<file path="src/lprd_pkg.sv">
// Shared types and constants for the length-prefixed record deframer.
`default_nettype none

package lprd_pkg;

    // Default width of the decoded length and the byte countdown
    localparam int LENGTH_BITS_DEF = 32;

    // Width of the record_length field on the result word
    localparam int RECORD_LENGTH_W = 32;

    // Varint coding: value bits per byte, value mask, continuation flag position
    localparam int         PAYLOAD_BITS = 7;
    localparam logic [7:0] PAYLOAD_MASK = 8'h7f;
    localparam int         MORE_BIT     = 7;

    // Result kinds
    localparam logic [1:0] KIND_HEADER  = 2'd0;
    localparam logic [1:0] KIND_PAYLOAD = 2'd1;
    localparam logic [1:0] KIND_END     = 2'd2;
    localparam logic [1:0] KIND_ERROR   = 2'd3;

    // Error codes
    localparam logic [1:0] ERR_NONE         = 2'd0;
    localparam logic [1:0] ERR_TRUNC_VARINT = 2'd1;
    localparam logic [1:0] ERR_OVERFLOW     = 2'd2;
    localparam logic [1:0] ERR_TRUNC_VALUE  = 2'd3;

    // Input word
    typedef struct packed {
        logic [7:0] data_byte;
        logic       end_of_input;
    } in_word_t;

    // Result word
    typedef struct packed {
        logic [1:0]                 kind;
        logic [RECORD_LENGTH_W-1:0] record_length;
        logic [7:0]                 payload_byte;
        logic                       last_of_record;
        logic [1:0]                 error_code;
    } out_word_t;

    // Result of one parse step, handed to the output register
    typedef struct packed {
        logic      valid;
        out_word_t word;
    } step_res_t;

    // Parser phases
    typedef enum logic [2:0] {
        PH_LENGTH  = 3'b001,
        PH_PAYLOAD = 3'b010,
        PH_DRAIN   = 3'b100
    } phase_t;

endpackage

`default_nettype wire

</file>
<file path="src/lprd_parser.sv">
// Parser state and single-step decode of one input word.
`default_nettype none

module lprd_parser #(
    parameter int LENGTH_BITS = lprd_pkg::LENGTH_BITS_DEF
) (
    input  wire logic              aclk,
    input  wire logic              aresetn,
    input  wire logic              step_en,
    input  wire lprd_pkg::in_word_t in_word,
    output lprd_pkg::step_res_t    res
);

    localparam int MAX_BYTES = (LENGTH_BITS + lprd_pkg::PAYLOAD_BITS - 1) /
                               lprd_pkg::PAYLOAD_BITS;
    localparam int CNT_W     = $clog2(MAX_BYTES);
    localparam int SH_W      = $clog2(LENGTH_BITS);

    lprd_pkg::phase_t       phase_reg, phase_next;
    logic [LENGTH_BITS-1:0] acc_reg, acc_next;
    logic [CNT_W-1:0]       cnt_reg, cnt_next;
    logic [LENGTH_BITS-1:0] rem_reg, rem_next;

    logic [SH_W-1:0]        shift_amt;
    logic [LENGTH_BITS-1:0] acc_new;
    logic [LENGTH_BITS-1:0] rem_dec;
    logic [lprd_pkg::RECORD_LENGTH_W-1:0] len_out;
    logic                   more;

    // Merge the 7 value bits of this length byte at its slot; high bits fall off
    assign shift_amt = SH_W'(cnt_reg) * SH_W'(lprd_pkg::PAYLOAD_BITS);
    assign acc_new   = acc_reg | ({{(LENGTH_BITS-7){1'b0}},
                                  in_word.data_byte[6:0]} << shift_amt);
    assign rem_dec   = rem_reg - LENGTH_BITS'(1);
    assign more      = in_word.data_byte[lprd_pkg::MORE_BIT];

    // Low 32 bits of the decoded length, zero-extended for narrow lengths
    generate
        if (LENGTH_BITS >= lprd_pkg::RECORD_LENGTH_W) begin : g_len_trunc
            assign len_out = acc_new[lprd_pkg::RECORD_LENGTH_W-1:0];
        end else begin : g_len_ext
            assign len_out = {{(lprd_pkg::RECORD_LENGTH_W-LENGTH_BITS){1'b0}}, acc_new};
        end
    endgenerate

    // Next state and result for one accepted word
    always_comb begin
        phase_next = phase_reg;
        acc_next   = acc_reg;
        cnt_next   = cnt_reg;
        rem_next   = rem_reg;
        res        = '0;
        if (step_en) begin
            if (in_word.end_of_input) begin
                case (phase_reg)
                    lprd_pkg::PH_DRAIN: begin
                    end
                    lprd_pkg::PH_PAYLOAD: begin
                        res.valid           = 1'b1;
                        res.word.kind       = lprd_pkg::KIND_ERROR;
                        res.word.error_code = lprd_pkg::ERR_TRUNC_VALUE;
                    end
                    default: begin
                        res.valid = 1'b1;
                        if (cnt_reg != '0) begin
                            res.word.kind       = lprd_pkg::KIND_ERROR;
                            res.word.error_code = lprd_pkg::ERR_TRUNC_VARINT;
                        end else begin
                            res.word.kind = lprd_pkg::KIND_END;
                        end
                    end
                endcase
                phase_next = lprd_pkg::PH_LENGTH;
                acc_next   = '0;
                cnt_next   = '0;
                rem_next   = '0;
            end else begin
                case (phase_reg)
                    lprd_pkg::PH_DRAIN: begin
                    end
                    lprd_pkg::PH_PAYLOAD: begin
                        res.valid             = 1'b1;
                        res.word.kind         = lprd_pkg::KIND_PAYLOAD;
                        res.word.payload_byte = in_word.data_byte;
                        if (rem_dec == '0) begin
                            res.word.last_of_record = 1'b1;
                            phase_next = lprd_pkg::PH_LENGTH;
                            acc_next   = '0;
                            cnt_next   = '0;
                            rem_next   = '0;
                        end else begin
                            rem_next = rem_dec;
                        end
                    end
                    lprd_pkg::PH_LENGTH: begin
                        if (!more) begin
                            // Length complete: header, then payload unless empty
                            res.valid     = 1'b1;
                            res.word.kind = lprd_pkg::KIND_HEADER;
                            acc_next      = '0;
                            cnt_next      = '0;
                            if (acc_new == '0) begin
                                res.word.last_of_record = 1'b1;
                                phase_next = lprd_pkg::PH_LENGTH;
                                rem_next   = '0;
                            end else begin
                                res.word.record_length = len_out;
                                phase_next = lprd_pkg::PH_PAYLOAD;
                                rem_next   = acc_new;
                            end
                        end else if (cnt_reg == CNT_W'(MAX_BYTES - 1)) begin
                            // Continuation on the final allowed byte
                            res.valid           = 1'b1;
                            res.word.kind       = lprd_pkg::KIND_ERROR;
                            res.word.error_code = lprd_pkg::ERR_OVERFLOW;
                            phase_next = lprd_pkg::PH_DRAIN;
                            acc_next   = '0;
                            cnt_next   = '0;
                            rem_next   = '0;
                        end else begin
                            acc_next = acc_new;
                            cnt_next = cnt_reg + CNT_W'(1);
                        end
                    end
                    default: begin
                        phase_next = lprd_pkg::PH_LENGTH;
                        acc_next   = '0;
                        cnt_next   = '0;
                        rem_next   = '0;
                    end
                endcase
            end
        end
    end

    // State registers
    always_ff @(posedge aclk) begin
        if (!aresetn) begin
            phase_reg <= lprd_pkg::PH_LENGTH;
            acc_reg   <= '0;
            cnt_reg   <= '0;
            rem_reg   <= '0;
        end else begin
            phase_reg <= phase_next;
            acc_reg   <= acc_next;
            cnt_reg   <= cnt_next;
            rem_reg   <= rem_next;
        end
    end

    // An end marker always brings the parser back to the length phase
    a_eoi_to_length: assert property (@(posedge aclk) disable iff (!aresetn)
        (step_en && in_word.end_of_input) |=> (phase_reg == lprd_pkg::PH_LENGTH))
        else $error("end marker did not return parser to length phase");

    // Overflow error enters the drain phase
    a_overflow_drain: assert property (@(posedge aclk) disable iff (!aresetn)
        (res.valid && res.word.kind == lprd_pkg::KIND_ERROR &&
         res.word.error_code == lprd_pkg::ERR_OVERFLOW) |=>
        (phase_reg == lprd_pkg::PH_DRAIN))
        else $error("overflow did not enter drain phase");

    // Payload phase always has bytes outstanding
    a_payload_nonzero: assert property (@(posedge aclk) disable iff (!aresetn)
        (phase_reg == lprd_pkg::PH_PAYLOAD) |-> (rem_reg != '0))
        else $error("payload phase with zero bytes remaining");

    // Length byte count stays inside the allowed varint size; zero count and accumulator outside the length phase
    a_cnt_range: assert property (@(posedge aclk) disable iff (!aresetn)
        (32'(cnt_reg) < MAX_BYTES) && ((phase_reg != lprd_pkg::PH_LENGTH) ->
        (cnt_reg == '0 && acc_reg == '0)))
        else $error("length byte count or accumulator out of range");

endmodule

`default_nettype wire

</file>
<file path="src/lprd_out_reg.sv">
// Result register between the parser and the result channel.
`default_nettype none

module lprd_out_reg (
    input  wire logic                aclk,
    input  wire logic                aresetn,
    input  wire lprd_pkg::step_res_t res,
    input  wire logic                step_en,
    output logic                     free,
    output logic                     m_valid,
    input  wire logic                m_ready,
    output lprd_pkg::out_word_t      m_data
);

    logic                valid_reg;
    lprd_pkg::out_word_t data_reg;
    logic                load;

    // Room for a new result when empty or when the held word leaves now
    assign free    = !valid_reg || m_ready;
    assign load    = step_en && res.valid;
    assign m_valid = valid_reg;
    assign m_data  = data_reg;

    // Valid flag
    always_ff @(posedge aclk) begin
        if (!aresetn) begin
            valid_reg <= 1'b0;
        end else if (load) begin
            valid_reg <= 1'b1;
        end else if (m_ready) begin
            valid_reg <= 1'b0;
        end
    end

    // Result word
    always_ff @(posedge aclk) begin
        if (load) begin
            data_reg <= res.word;
        end
    end

endmodule

`default_nettype wire

</file>
<file path="src/length_prefixed_record_deframer_core.sv">
// Top level of the length-prefixed record deframer.
//
// Input channel (s_valid/s_ready/s_data): one word per byte of the stream, or an
// end marker with end_of_input set. Each record is a little-endian base-128
// varint length followed by that many payload bytes.
// Result channel (m_valid/m_ready/m_data): header, payload byte, clean end or
// error words, at most one per input word; length bytes before the last, bytes
// in the drain phase and the end marker that closes a drain give none.
// A result appears on m_valid in the cycle after its input word is taken.
// Throughput: one input word per cycle while the receiver keeps up; the parse
// step is one layer of logic between the parser state and the result register.
// When the receiver stalls, the result register holds its word and s_ready
// drops until it is taken; s_ready is high whenever the register is empty or
// being emptied in the same cycle.
// Reset (aresetn low, synchronous) returns the parser to the length phase
// with an empty accumulator and empties the result register.
`default_nettype none

module length_prefixed_record_deframer_core #(
    parameter int LENGTH_BITS = lprd_pkg::LENGTH_BITS_DEF
) (
    input  wire logic                aclk,
    input  wire logic                aresetn,
    input  wire logic                s_valid,
    output logic                     s_ready,
    input  wire lprd_pkg::in_word_t  s_data,
    output logic                     m_valid,
    input  wire logic                m_ready,
    output lprd_pkg::out_word_t      m_data
);

    logic                step_en;
    lprd_pkg::step_res_t res;

    assign step_en = s_valid && s_ready;

    // Parse state and decode
    lprd_parser #(
        .LENGTH_BITS(LENGTH_BITS)
    ) u_parser (
        .aclk    (aclk),
        .aresetn (aresetn),
        .step_en (step_en),
        .in_word (s_data),
        .res     (res)
    );

    // Result register
    lprd_out_reg u_out_reg (
        .aclk    (aclk),
        .aresetn (aresetn),
        .res     (res),
        .step_en (step_en),
        .free    (s_ready),
        .m_valid (m_valid),
        .m_ready (m_ready),
        .m_data  (m_data)
    );

endmodule

`default_nettype wire

</file>
<file path="config.mk">
export PLATFORM = sky130hd
export DESIGN_NAME = length_prefixed_record_deframer_core
export DESIGN_NICKNAME = d
export VERILOG_FILES = /design/src/lprd_pkg.sv /design/src/lprd_parser.sv /design/src/lprd_out_reg.sv /design/src/length_prefixed_record_deframer_core.sv
export SDC_FILE = /design/constraint.sdc
export NUM_CORES = 1
export LEC_CHECK = 0
export BUFFER_PORTS_ARGS = -buffer_cell sky130_fd_sc_hd__buf_2
export CORE_MARGIN = 2
export CORE_UTILIZATION = 60
export CTS_CLUSTER_SIZE = 12
export DETAILED_ROUTE_END_ITERATION = 7
export GPL_ROUTABILITY_DRIVEN = 0
export PLACE_DENSITY = 0.76
export SLEW_MARGIN = 20
export SYNTH_ARGS = -nofsm -noshare
export SYNTH_HDL_FRONTEND = slang
export SYNTH_HIERARCHICAL = 1
export SYNTH_SLANG_ARGS = --single-unit
</file>
<file path="constraint.sdc">
create_clock -name aclk -period 4.45 [get_ports aclk]
set_input_delay 0.89 -clock aclk [delete_from_list [all_inputs] [get_ports aclk]]
set_output_delay 0.89 -clock aclk [all_outputs]
set_load 0.01 [all_outputs]
</file>
After elaboration in Yosys (flattened, before gate mapping)
Index checks and enable logic that the tools add are counted.
{"block": "word_totals", "register_bits": 116, "inputBits": 13, "output_inout_bits": 47, "elab_cells": 84}
{"block": "classes", "addsub": 2, "mul": 1, "eq_ne": 7, "shift": 1, "n_mux": 45, "bitwise_logic": 4, "reduce_logical": 14}
{"op": "32-bit 2-to-1 mux", "count": 11}
{"op": "32-bit case mux with 3 select lines", "count": 2}
{"op": "32-bit zero test", "count": 2}
{"op": "46-bit 2-to-1 mux", "count": 1}
{"op": "41-bit 2-to-1 mux", "count": 1}
{"op": "3-bit 2-to-1 mux", "count": 11}
{"op": "32-bit bitwise OR", "count": 1}
{"op": "7-bit by 5-bit << shifter with 32-bit output", "count": 1}
{"op": "32-bit by 1-bit subtractor with 32-bit output, second input constant", "count": 1}
{"op": "3-bit case mux with 3 select lines", "count": 2}
{"op": "3-bit case mux with 2 select lines", "count": 2}
{"op": "2-bit 2-to-1 mux", "count": 5}
{"op": "8-bit 2-to-1 mux", "count": 1}
{"op": "1-bit 2-to-1 mux", "count": 7}
{"op": "3-bit == test, second input constant", "count": 2}
{"op": "3-bit AND reduction", "count": 2}
{"op": "3-bit by 3-bit multiplier with 5-bit output, second input constant", "count": 1}
{"op": "4-bit by 3-bit inequality test with 1-bit output, second input constant", "count": 1}
{"op": "2-bit case mux with 2 select lines", "count": 1}
{"op": "4-bit AND reduction", "count": 1}
{"op": "4-bit OR reduction", "count": 1}
{"op": "3-bit by 1-bit adder with 3-bit output, second input constant", "count": 1}
{"op": "3-bit by 1-bit == test with 1-bit output, second input constant", "count": 1}
{"op": "3-bit by 2-bit == test with 1-bit output, second input constant", "count": 1}
{"op": "other kinds (11)", "count": 14}

Longest topological paths before layout
{"block": "logic_depth", "ltp_word": 11, "ltp_mapped": 15, "ltp_nobuf": 13}

By module
Netlist, hierarchy kept.
{"mod": "lprd_parser", "instances": 1, "cells_each": 758, "area_per_inst_um2": 5411.4}
{"mod": "lprd_out_reg", "instances": 1, "cells_each": 50, "area_per_inst_um2": 1403.8}
{"mod": "length_prefixed_record_deframer_core", "instances": 1, "cells_each": 1, "area_per_inst_um2": 6.3}

Least setup slack after synthesis
No wires, ideal clock.
{"block": "synth_path", "path_kind": "flip-flop to flip-flop", "start": "reg u_parser.cnt_reg[0]", "end": "reg u_out_reg.data_reg (netlist bit u_out_reg/m_data[37]), data pin", "arrival_time_ns": 3.774, "t_required_ns": 4.184, "setup_slack_ns": 0.410, "path_stages_with_launch": 15, "n_path_buf": 2, "synth_period_minus_slack_ns": 4.040, "path_cell_list": "dfxtp_1 > fa_1 > ha_1 > inv_1 > fa_1 > xor2_1 > nor2_1 > a221oi_1 > nor4bb_1 > and4_1 > nand3_1 > nand3_1 > clkbuf_1 > clkbuf_1 > nor2_1"}
{"block": "synth_between", "elab_chain_cells": 5}
{"element": "start, declared", "line": "lprd_parser.sv:21", "rtl": "logic [CNT_W-1:0] cnt_reg, cnt_next;"}
{"element": "start signal, assigned", "line": "lprd_parser.sv:146", "rtl": "cnt_reg <= cnt_next;"}
{"element": "3-bit by 3-bit multiplier with 5-bit output (*)", "line": "lprd_parser.sv:31", "rtl": "assign shift_amt = SH_W'(cnt_reg) * SH_W'(lprd_pkg::PAYLOAD_BITS);"}
{"element": "7-bit by 5-bit << shifter with 32-bit output (*)", "line": "lprd_parser.sv:32", "rtl": "assign acc_new = acc_reg | ({{(LENGTH_BITS-7){1'b0}},"}
{"element": "32-bit bitwise OR (*)", "line": "lprd_parser.sv:32"}
{"element": "32-bit zero test", "line": "lprd_parser.sv:102", "rtl": "if (acc_new == '0) begin"}
{"element": "32-bit 2-to-1 mux (*)", "line": "lprd_parser.sv:102"}
{"element": "end signal, assigned", "line": "lprd_out_reg.sv:39", "rtl": "data_reg <= res.word;"}
{"element": "end, declared", "line": "lprd_out_reg.sv:16", "rtl": "lprd_pkg::out_word_t data_reg;"}
Mark *: on every way between the ends. The rest lies on a longest branch, timed or not.
A chain may end at the register's enable or synchronous reset.

Worst setup path in the final report
{"block": "layout_path", "start": "reg u_parser.cnt_reg[0]", "end": "reg u_parser.rem_reg[1]"}
{"block": "layout_between", "elab_chain_cells": 8}
{"element": "3-bit by 3-bit multiplier with 5-bit output", "line": "lprd_parser.sv:31"}
{"element": "7-bit by 5-bit << shifter with 32-bit output", "line": "lprd_parser.sv:32"}
{"element": "32-bit bitwise OR", "line": "lprd_parser.sv:32"}
{"element": "32-bit zero test", "line": "lprd_parser.sv:102"}
{"element": "32-bit 2-to-1 mux", "line": "lprd_parser.sv:102"}
{"element": "32-bit 2-to-1 mux", "line": "lprd_parser.sv:96", "rtl": "if (!more) begin"}
{"element": "32-bit case mux with 3 select lines", "line": "lprd_parser.sv:78", "rtl": "case (phase_reg)"}
{"element": "32-bit 2-to-1 mux", "line": "lprd_parser.sv:54", "rtl": "if (in_word.end_of_input) begin"}
{"element": "end signal, assigned", "line": "lprd_parser.sv:147", "rtl": "rem_reg <= rem_next;"}
{"element": "end, declared", "line": "lprd_parser.sv:22", "rtl": "logic [LENGTH_BITS-1:0] rem_reg, rem_next;"}
Parallel ways exist; a longest one is shown, timed or not.

==> key figures <==
Finish
  – Fin cells: 1007
  – Util after Layout: 71.36%
  – Final #Nets: 875
  – P&R area growth vs syn: 14.89%
  – Post-route cell area: 7838 um^2
  – Max reg flops: 45
  – Layout cell share with drive strength beyond 1: 16.38%
  – Fillers: 838
  – N_diodes: 0

Global routing
  – Tot GR Track Use: 34.40%
  – First-pass GRT wire length: 33820 um
  – Initial antenna violation count: 0
  – Total gr overflow: 0
  – Largest net degree at the start of global routing: 44
  – Number of global-route vias before repair: 6343

Power and ir drop
  – Worst vdd rail ir drop: 0.2554 mV
  – P per Cell Area: 364.2 nW/um^2
  – Pleak: 0.003027 uW

Logic synthesis
  – Largest cells by area after synthesis: dfxtp_1 (21%), edfxtp_1 (20%), nor2_1 (8.5%)
  – Largest area contributor in the synthesized netlist: dfxtp_1
  – Avg Cell Area, Syn: 8.432 um^2
  – Commonest cells in the synthesized netlist: nor2_1 (155), dfxtp_1 (71), a21oi_1 (59)
  – Synth cell types: 75
  – Post-synth EDFFs: 45
  – Most used DFF post-synth: dfxtp_1
  – Most frequent cell after synthesis: nor2_1
  – Synth Register Bits: 116
  – Yosys Warn Count: 6
  – Post-synthesis net count: 830
  – Area share of the largest cell type after synthesis: 20.84%
  – Syn Std Cell Area: 6822 um^2
  – FFs w/ async S/R, synth: 0%
  – Post-Synthesis Cells: 809
  – Sequential share of the synthesized area: 40.65%

Drt
  – DR pass1 iterations: 7
  – Final ANT Viol Nets: 0
  – DRC Markers: 0
  – Routed vias: 6899
  – Wire length per cell: 21.14 um
  – Vias/cell: 6.851
  – Wirelength, routed: 21290 um
  – Initial drt markers: 1071

CTS
  – CTS tree: built
  – Maximum buffer depth of the clock tree: 2
  – Post-CTS Resized: 0
  – Hold-fix buffers at CTS: 0
  – Clock slew at reported path FFs: 0.06 ns
  – TritonCTS buffer count: 17
  – Post-CTS setup buffer count: 0
  – Clock sinks: 116
  – H-Tree Depth: 4
  – Root buffer cell: clkbuf_16
  – Worst-skew pair later-pin latency: 0.42 ns

Setup path
  – Largest stage delay, worst path: 0.66 ns
  – Setup crit start kind: flop
  – Critical path class: reg2reg
  – Cell Chain, Critical Path: buf_4 > inv_1 > ha_1 > mux2i_1 > nor3_1 > a311o_1 > a221o_1 > nor4_1 > nand3_1 > nand3_1 > buf_4 > a21oi_1 > o21a_1
  – Critical Path Sink Type: flop
  – CP bufs+invs: 3
  – CP required: 4.76 ns
  – Crit-path slowest cell: ha_1
  – Arr. time, crit path: 4.56 ns
  – Largest delay share family, worst path: compound AO/OA/AOI/OAI gates
  – Max FO, Critical Path: 25

Timing
  – Final hold vios: 0
  – Setup ws final: 0.1943 ns
  – Highest clock rate: 0.2350 GHz
  – Fin crit period: 4.256 ns
  – Setup-failing EPs final: 0
  – Slew HR: 46.72%
  – Final Slew Violations: 0
  – Worst-margin pin slew: 0.7973 ns
  – Setup TNS Final: 0 ns
  – Max Clock Skew: 0.01083 ns
  – RSZ-0062 raised after global routing: false
  – Final Cycle Share: 95.63%

Min path
  – Hold Path Class: reg2reg

Die
  – Initial Util: 62.11%
  – Row count: 38
  – # IOs: 60
  – Chip height: 110.6 um
  – Die ar.: 12240 um^2
  – Core area: 10980 um^2
  – Die W: 110.6 um

Place
  – Hpwl dp: 14520 um
  – Placed instance count: 975
  – DP Area: 7259 um^2
  – Dpl ws: 0.3591 ns
  – # port buffers: 59

Run status
  – Status: completed

Job
  – Max-cap violation count: 0
## path summary, 6_finish.rpt
path | startpoint | endpoint | slack (ns) | cells after the start
max reg2reg | u_parser/cnt_reg[0] | u_parser/rem_reg[1] | 0.19 | 13
min reg2reg | u_parser/acc_reg[17] | u_parser/acc_reg[17] | 0.46 | 2
max | u_parser/cnt_reg[0] | u_parser/rem_reg[1] | 0.19 | 13
min | u_parser/acc_reg[17] | u_parser/acc_reg[17] | 0.46 | 2
## cell type report
cell class	instances	area [um^2]	share of cell area [%]
Multi-Input combinational cell	616	3757	47.94
Timing Repair Buffer	83	488.0	6.226
Sequential cell	116	2773	35.38
Clock buffer	17	425.4	5.428
Tap cell	140	175.2	2.235
Clock inverter	15	143.9	1.836
Inverter	20	75.07	0.9579
## layout by cell type, fill, tap and decap left out, types with 8 or more instances in the layout
| cell type | n |
|---|---|
| nor2_1 | 155 |
| dfxtp_1 | 71 |
| buf_2 | 59 |
| a21oi_1 | 59 |
| edfxtp_1 | 45 |
| nor3_1 | 41 |
| nand2_1 | 35 |
| o21ai_0 | 33 |
| mux2i_1 | 33 |
| buf_4 | 23 |
| inv_1 | 18 |
| a31oi_1 | 18 |
| clkbuf_16 | 17 |
| nor4_1 | 17 |
| and2_1 | 13 |
| nand3_1 | 13 |
| nand2b_1 | 11 |
| or3_1 | 11 |
| nand4_1 | 10 |
| and3_1 | 10 |
| o21a_1 | 10 |
| o22ai_1 | 8 |
## layer usage
layer,GRT usage (%),up-vias,part of all wire [%]
met4,15.92,0,5.1
li1,-,3063,-
met3,7.355,102,11
met5,0,-,0
met2,53.33,510,44
met1,46.23,3224,40
## cell families (layout without fill, tap and decap cells)
logic type               after synthesis  count (layout)  synth area share, %
flip-flops                           116             116                40.65
multiplexers                          38              38                6.163
buffers and inverters                 77             135                4.805
AO/OA/AOI/OAI                        193             193                18.38
XOR/XNOR                              12              12                1.541
AND/OR/NAND/NOR                      365             365                26.78
adder cells (fa/ha/maj)                8               8                1.687
## where the power goes
part           internal, uW  switching, uW
Sequential             1130           15.1
Clock                   783            549
Combinational           126            257
Total                  2030            820
## worst reg2reg max path, cell delays in order, from the launching register on
cell     delay, ns
dfxtp_1       0.36
buf_4         0.28
inv_1         0.17
ha_1          0.66
mux2i_1       0.35
nor3_1        0.12
a311o_1       0.40
a221o_1       0.43
nor4_1        0.36
nand3_1       0.22
nand3_1       0.17
buf_4         0.31
a21oi_1       0.12
o21a_1        0.20
## metrics by stage
step | total power, uW | hold WS (ns)
detailed placement | 1525 | 0.4552
global route | 2934 | 0.4885
CTS | 2844 | 0.4684
finish | 2855 | 0.4642
global placement | 1519 | 0.4519
floorplan | 1413 | 0.4374
Note: power is estimated with default switching activity, not from simulation.
